--- src/hdl/bulge_point_deform_unit_defines.svh ---
// Assertion macros for the bulge point deform unit.
// Included by the modules that carry concurrent checks; needs clock and reset in scope.
`ifndef BULGE_POINT_DEFORM_UNIT_DEFINES_SVH
`define BULGE_POINT_DEFORM_UNIT_DEFINES_SVH
`ifndef SYNTH
// plain property, sampled on clock, off during reset
`define BPD_ASSERT(lbl, prop, msg) \
   lbl: assert property (@(posedge clock) disable iff (reset) (prop)) else $error(msg);
// same-cycle implication
`define BPD_ASSERT_IMPLIES(lbl, pre, post, msg) \
   lbl: assert property (@(posedge clock) disable iff (reset) (pre) |-> (post)) else $error(msg);
`else
`define BPD_ASSERT(lbl, prop, msg)
`define BPD_ASSERT_IMPLIES(lbl, pre, post, msg)
`endif
`endif

--- src/hdl/bpd_pkg.sv ---
// Shared constants, types and helpers for the bulge point deform unit.
// No dependencies; compiled first.
package bpd_pkg;

   localparam int FRAC_BITS   = 16;
   localparam int WEIGHT_BITS = 16;
   localparam int COORD_W     = 32;
   localparam int WEIGHT_W    = 17;
   localparam logic [WEIGHT_W-1:0] WEIGHT_ONE = WEIGHT_W'(1 << WEIGHT_BITS);

   // configuration port
   localparam int CSR_IDX_W  = 3;
   localparam int CSR_DATA_W = 32;
   typedef enum logic [CSR_IDX_W-1:0] {
      CSR_AXIS_LOW     = 3'd0,
      CSR_AXIS_HIGH    = 3'd1,
      CSR_BULGE_FACTOR = 3'd2,
      CSR_DISP_MASK    = 3'd3,
      CSR_AXIS_SEL     = 3'd4,
      CSR_RADIAL_MODE  = 3'd5
   } csr_index_type;

   // axis codes; the fourth code acts as z
   localparam logic [1:0] AXIS_X = 2'd0;
   localparam logic [1:0] AXIS_Y = 2'd1;
   localparam logic [1:0] AXIS_Z = 2'd2;
   localparam logic [2:0] DISP_ALL = 3'd7;

   // divider and square root units: one result bit per stage
   localparam int UNIT_STAGES = 32;
   localparam int DIV_Q_W     = UNIT_STAGES;
   localparam int DIV_DEN_W   = 33;
   localparam int DIV_NUM_W   = DIV_DEN_W + FRAC_BITS;
   localparam int SQRT_OUT_W  = UNIT_STAGES;
   localparam int SQRT_IN_W   = 2 * UNIT_STAGES;

   // three front stages, six middle stages, five back stages
   localparam int PIPE_DEPTH = 14 + 2 * UNIT_STAGES;

   localparam int SAT_W = 72;
   localparam logic signed [SAT_W-1:0] SAT_HI = 72'sd2147483647;
   localparam logic signed [SAT_W-1:0] SAT_LO = -72'sd2147483648;

   // data that rides beside the long units
   typedef struct packed {
      logic signed [COORD_W-1:0] cx;
      logic signed [COORD_W-1:0] cy;
      logic signed [COORD_W-1:0] cz;
      logic [WEIGHT_W-1:0]       w;
      logic [SQRT_OUT_W-1:0]     d;
      logic signed [COORD_W-1:0] o;
      logic                      neg;
      logic                      zero;
   } bpd_side_type;

   // clip to the signed 32 bit range
   function automatic logic signed [COORD_W-1:0] sat32(input logic signed [SAT_W-1:0] v);
      if (v > SAT_HI) begin
         return 32'sh7FFFFFFF;
      end else if (v < SAT_LO) begin
         return 32'sh80000000;
      end
      return v[COORD_W-1:0];
   endfunction

endpackage

--- src/hdl/bpd_isqrt.sv ---
// Pipelined integer square root, two radicand bits and one root bit per stage.
// Depends on bpd_pkg; result is floor(sqrt(rad)).
module bpd_isqrt (
   input  logic                           clock,
   input  logic                           en,
   input  logic [bpd_pkg::SQRT_IN_W-1:0]  rad,
   output logic [bpd_pkg::SQRT_OUT_W-1:0] root
);
   import bpd_pkg::*;

   localparam int REM_W = SQRT_OUT_W + 3;

   logic [REM_W-1:0]      rem_ff  [UNIT_STAGES];
   logic [REM_W-1:0]      rem_in  [UNIT_STAGES];
   logic [SQRT_OUT_W-1:0] root_ff [UNIT_STAGES];
   logic [SQRT_OUT_W-1:0] root_in [UNIT_STAGES];
   logic [SQRT_IN_W-1:0]  rad_ff  [UNIT_STAGES];
   logic [SQRT_IN_W-1:0]  rad_in  [UNIT_STAGES];

   // bring down two bits, try root*4+1
   always_comb begin
      logic [REM_W-1:0]      p_rem;
      logic [REM_W-1:0]      cur;
      logic [REM_W-1:0]      trial;
      logic [SQRT_OUT_W-1:0] p_root;
      logic [SQRT_IN_W-1:0]  p_rad;
      for (int k = 0; k < UNIT_STAGES; k++) begin
         if (k == 0) begin
            p_rem  = '0;
            p_root = '0;
            p_rad  = rad;
         end else begin
            p_rem  = rem_ff[k-1];
            p_root = root_ff[k-1];
            p_rad  = rad_ff[k-1];
         end
         cur   = {p_rem[REM_W-3:0], p_rad[SQRT_IN_W-1:SQRT_IN_W-2]};
         trial = REM_W'({p_root, 2'b01});
         if (cur >= trial) begin
            rem_in[k]  = cur - trial;
            root_in[k] = {p_root[SQRT_OUT_W-2:0], 1'b1};
         end else begin
            rem_in[k]  = cur;
            root_in[k] = {p_root[SQRT_OUT_W-2:0], 1'b0};
         end
         rad_in[k] = {p_rad[SQRT_IN_W-3:0], 2'b00};
      end
   end

   always_ff @(posedge clock) begin
      if (en) begin
         for (int k = 0; k < UNIT_STAGES; k++) begin
            rem_ff[k]  <= rem_in[k];
            root_ff[k] <= root_in[k];
            rad_ff[k]  <= rad_in[k];
         end
      end
   end

   assign root = root_ff[UNIT_STAGES-1];

endmodule

--- config.mk ---
export PLATFORM = sky130hd
export DESIGN_NAME = bpd_isqrt
export DESIGN_NICKNAME = d
export VERILOG_FILES = /design/src/hdl/bulge_point_deform_unit_defines.svh /design/src/hdl/bpd_pkg.sv /design/src/hdl/bpd_isqrt.sv
export SDC_FILE = /design/constraint.sdc
export NUM_CORES = 2
export LEC_CHECK = 0
export BUFFER_PORTS_ARGS = -buffer_cell sky130_fd_sc_hd__clkbuf_2
export CAP_MARGIN = 40
export CORE_MARGIN = 2
export CORE_UTILIZATION = 46
export CTS_CLUSTER_DIAMETER = 80
export DETAILED_ROUTE_END_ITERATION = 6
export HOLD_SLACK_MARGIN = 0.1
export PLACE_DENSITY = 0.68
export SLEW_MARGIN = 40
export SYNTH_ARGS = -nofsm -noshare
export SYNTH_HDL_FRONTEND = slang
export SYNTH_MEMORY_MAX_BITS = 65536
export SYNTH_SLANG_ARGS = --single-unit
export TNS_END_PERCENT = 20
--- constraint.sdc ---
create_clock -name clock -period 4.1 [get_ports clock]
set_clock_uncertainty 0.05 [all_clocks]
set_input_delay 0.82 -clock clock [delete_from_list [all_inputs] [get_ports clock]]
set_output_delay 0.82 -clock clock [all_outputs]
set_load 0.05 [all_outputs]
After elaboration in Yosys (flattened, before gate mapping):

Memory sizes are Yosys's and may differ from the RTL's.
Index checks and enable logic that the tools add are counted.

* mux-type cells: 66
* add/subtract/negate cells: 32
* $lt $le $gt $ge: 32

Operators with widths (count)
* $mux 35: 32
* $ge 35x34->1: 31
* $sub 35x34->35: 31
* $mux 1: 34
* $sub 2x1->3 const B: 1
* $ge 2x1->1 const B: 1

* flip-flop bits (word level): 0
* memories: 3
* memory bits (writable): 4128
* input bits: 66
* logic and storage cells: 133

Memory list
* rad_ff: words 32, bits a word 62, rd ports 31, clocked after Yosys merged registers in 0, wr ports 32, RTL line bpd_isqrt.sv:17 `logic [SQRT_IN_W-1:0] rad_ff [UNIT_STAGES];`
* rem_ff: words 32, bits a word 35, rd ports 31, clocked after Yosys merged registers in 0, wr ports 32, RTL line bpd_isqrt.sv:13 `logic [REM_W-1:0] rem_ff [UNIT_STAGES];`
* root_ff: words 32, bits a word 32, rd ports 32, clocked after Yosys merged registers in 0, wr ports 32, RTL line bpd_isqrt.sv:15 `logic [SQRT_OUT_W-1:0] root_ff [UNIT_STAGES];`

Longest topological paths before layout:

An unclocked memory read counts as a cell.

* depth after elaboration: 3
* mapped depth: 14

Least setup slack after synthesis:

Ideal clock, no wire load.

* path kind: reg2reg
* start point: memory rem_ff[1][386] (netlist bit)
* end point: memory rem_ff[1][452] (netlist bit), data pin
* arrival: 3203 ps
* buffers on the path: 2
* setup time: 260 ps
* cell stages (with the launch flop): 13
* clock period less this slack: 3512 ps
* setup slack: 588 ps
* required time: 3790 ps
* cell sequence: edfxtp_1 -> ha_1 -> a21oi_1 -> a21oi_1 -> o41ai_1 -> o21a_1 -> o221ai_1 -> a2111oi_0 -> and2_1 -> buf_2 -> buf_2 -> nor2_1 -> mux2_2

RTL lines (RTL line)
* start: declaration: bpd_isqrt.sv:13

==> results.toml <==
[status]
status = "finished, final reports clean"

[sta]
slew-limit-headroom_pct = 39.1
worst_slack_ns = 0.248
holdWs_ns = 0.330
period_share_pct = 94.0
setup_violations = 0
fmax_mhz = 260
setup-tns-final_ns = 0
hold_viol = 0
min_period_ns = 3.85
rsz0062_at_grt = "no"
worstMarginPinSlew_ns = 0.906
slew_viol_final = 0

[final_layout]
drive_above_1_share_pct = 9.36
final_cell_area_um2 = 132000
layout.filler_cells = 21000
layout.nets = 10100
syn2layout_area_growth_pct = 13.5

[place]
port_buffers = 97
dp_hpwl_um = 177000
routabilityCongestion = 0.925
dpl_cell_area_um2 = 122000
dpl_worst_slack_ns = 0.248

[synthesis]
synth_commonest_cells = "edfxtp_1 (2,494), inv_1 (717), a21oi_1 (593)"
yosysSeqAreaShare_pct = 64.3
synth_ff_type = "edfxtp_1"
syn_area_um2 = 116000
yosysWarningCount = 0
synthesis.nets = 9624
synth_area_per_cell_um2 = 12.9
yosysTopAreaCell = "edfxtp_1"
yosysMostFrequentCell = "edfxtp_1"
synth_cell_types = 92
syn_inst = 8997
synth_area_leaders = "edfxtp_1 (64%), ha_1 (6.0%), xnor2_1 (3.1%)"
async_flop_share_pct = 0
synth-edff-count = 2494
yosysTopAreaCellShare_pct = 64.3
ys_seq_elements = 2494

[worst_setup_path]
crit_type = "reg -> reg"
cp.arrival_ns = 4.42
endpoint_kind = "flop"
crit_path_start_kind = "flop"
critPathRequiredTime_ns = 4.67
rrSetupSlack_ns = 0.25
cp_max_fo = 13

[global_routing]
grt_pass1_vias = 69800
antenna_found_initial = 4
track_usage_pct = 18.7
grt_max_degree = 120
grt_overflow_total = 0
grt_pass1_wl_um = 383000

[run]
drv_cap = 0

[hold_path]
holdCritPathClass = "reg -> reg"

[clock_tree]
clock_latency_ns = 0.91
cts_buffers = 290
clk_pin_slew_ns = 0.06
cts_sinks = 2494
cts_tree = "done"
cts-root-buf = "clkbuf_16"
post_cts_buffers = 0
htreeDepth = 5
cts.path.max_buffers = 4

[power_and_ir_drop]
total_power_uw = 75200
leakagePower_uw = 0.0509
power_density_nw_per_um2 = 569
worst_ir_drop_vdd_uv = 488

[floorplan]
rows = 184
io_pins = 98
die_x_um = 507
start_util_pct = 46.3
dieArea_um2 = 257000
dieHeight_um = 507
core_um2 = 252000

[detailed_routing]
vias_per_cell = 5.43
dr.first_iter.drc_count = 5740
ant_nets = 0
routed_wl_um = 244000
drt_first_pass_iters = 6
vias = 70600
drc = 0
wl_per_cell_um = 18.7
-- layer usage --
| layer | vias to the layer above | part of all wire, % | track usage (%) |
|---|---|---|---|
| met5 | - | 0.0053 | 0 |
| met4 | 2 | 3.6 | 6.86 |
| met3 | 539 | 4.2 | 2.43 |
| met2 | 1680 | 49 | 31.7 |
| met1 | 34100 | 43 | 24.5 |
| li1 | 34200 | - | - |
-- kinds of logic (layout without fill, tap and decap cells) --
kind of cell | after synthesis | count (layout) | synth area share [%]
buffers and inverters | 928 | 1572 | 3.12
adder cells (fa/ha/maj) | 561 | 561 | 6.03
AO/OA/AOI/OAI | 1787 | 1787 | 9.59
multiplexers | 109 | 109 | 1.04
other | 1 | 3 | 0.00322
XOR/XNOR | 797 | 797 | 5.99
flip-flops | 2494 | 2494 | 64.3
AND/OR/NAND/NOR | 2320 | 2320 | 9.94
-- sequential cells by signal (all words and copies together) (netlist names) --
register	count
rad_ff	992
root_ff	528
rem_ff	974
-- report_power, final --
group	leakage, uW	total (uW)	internal [uW]	switching (uW)
Clock	0.00447	25100	15300	9860
Sequential	0.0240	34500	32300	2210
Combinational	0.0224	15600	6600	9020
Total	0.0509	75200	54100	21100
-- worst paths after layout --
| path | start | to | depth (start not counted) |
|---|---|---|---|
| setup reg to reg | rem_ff[0][267] | rem_ff[0][308] | 10 |
| hold / removal | rad_ff[0][17] | rad_ff[0][81] | 0 |
| hold reg to reg | rad_ff[0][17] | rad_ff[0][81] | 0 |
| setup / recovery | rem_ff[0][267] | rem_ff[0][308] | 10 |
-- critical path: stages (launching register included) --
cell,delay [ns]
edfxtp_1,0.41
or3_1,0.40
or2_2,0.32
or4_1,0.46
nor4b_1,0.57
and3_1,0.35
nor2b_1,0.20
inv_1,0.07
nand4_1,0.43
nor4_1,0.14
xor2_1,0.17
-- cell type report --
type / instances / area (um^2) / area share [%]
diodes: 2 / 5.00 / 0.00379
clock buffers: 351 / 7660 / 5.79
clock inverters: 139 / 1550 / 1.18
inverters: 719 / 2700 / 2.04
multi-input cells: 5575 / 38100 / 28.8
flip-flops and latches: 2494 / 74900 / 56.6
well taps: 3348 / 4190 / 3.17
repair buffers: 363 / 3120 / 2.36
-- cell usage in the layout (no fill, tap or decap), types with 22 or more instances in the layout --
master,count
edfxtp_1,2494
o31ai_1,48
nand2_1,564
or4_1,53
clkinv_2,39
and3_1,67
a21boi_0,22
a31oi_1,37
a21o_1,257
dlygate4sd3_1,65
a211oi_1,54
buf_12,37
ha_1,561
nor3_1,223
nand3b_1,31
or2_2,50
nor2_1,570
xor2_1,381
xnor2_1,416
nand4_1,83
nand3_1,173
o21ai_0,405
clkinv_1,41
nor2b_1,81
nand2b_1,102
clkbuf_1,53
mux2_2,97
o21bai_1,53
or3_1,80
and2_1,24
clkbuf_2,96
o21a_1,93
o211ai_1,33
clkbuf_16,298
bufinv_16,32
buf_4,164
nor4_1,109
inv_1,717
a21oi_1,591
-- through the flow --
step,instances,util (%)
5_1_grt,13000,52.5
3_3_place_gp,12400,48.6
4_1_cts,13000,52.5
2_1_floorplan,8997,-
6_report,13000,52.5
3_5_place_dp,12400,48.6
-- timing repair --
action	in CTS	in global routing
setup endpoints to repair	0	33
hold buffers	65	0
endpoints found under the hold margin	65	0
gates resized for setup	0	3
Note: power is estimated with default switching activity, not from simulation.
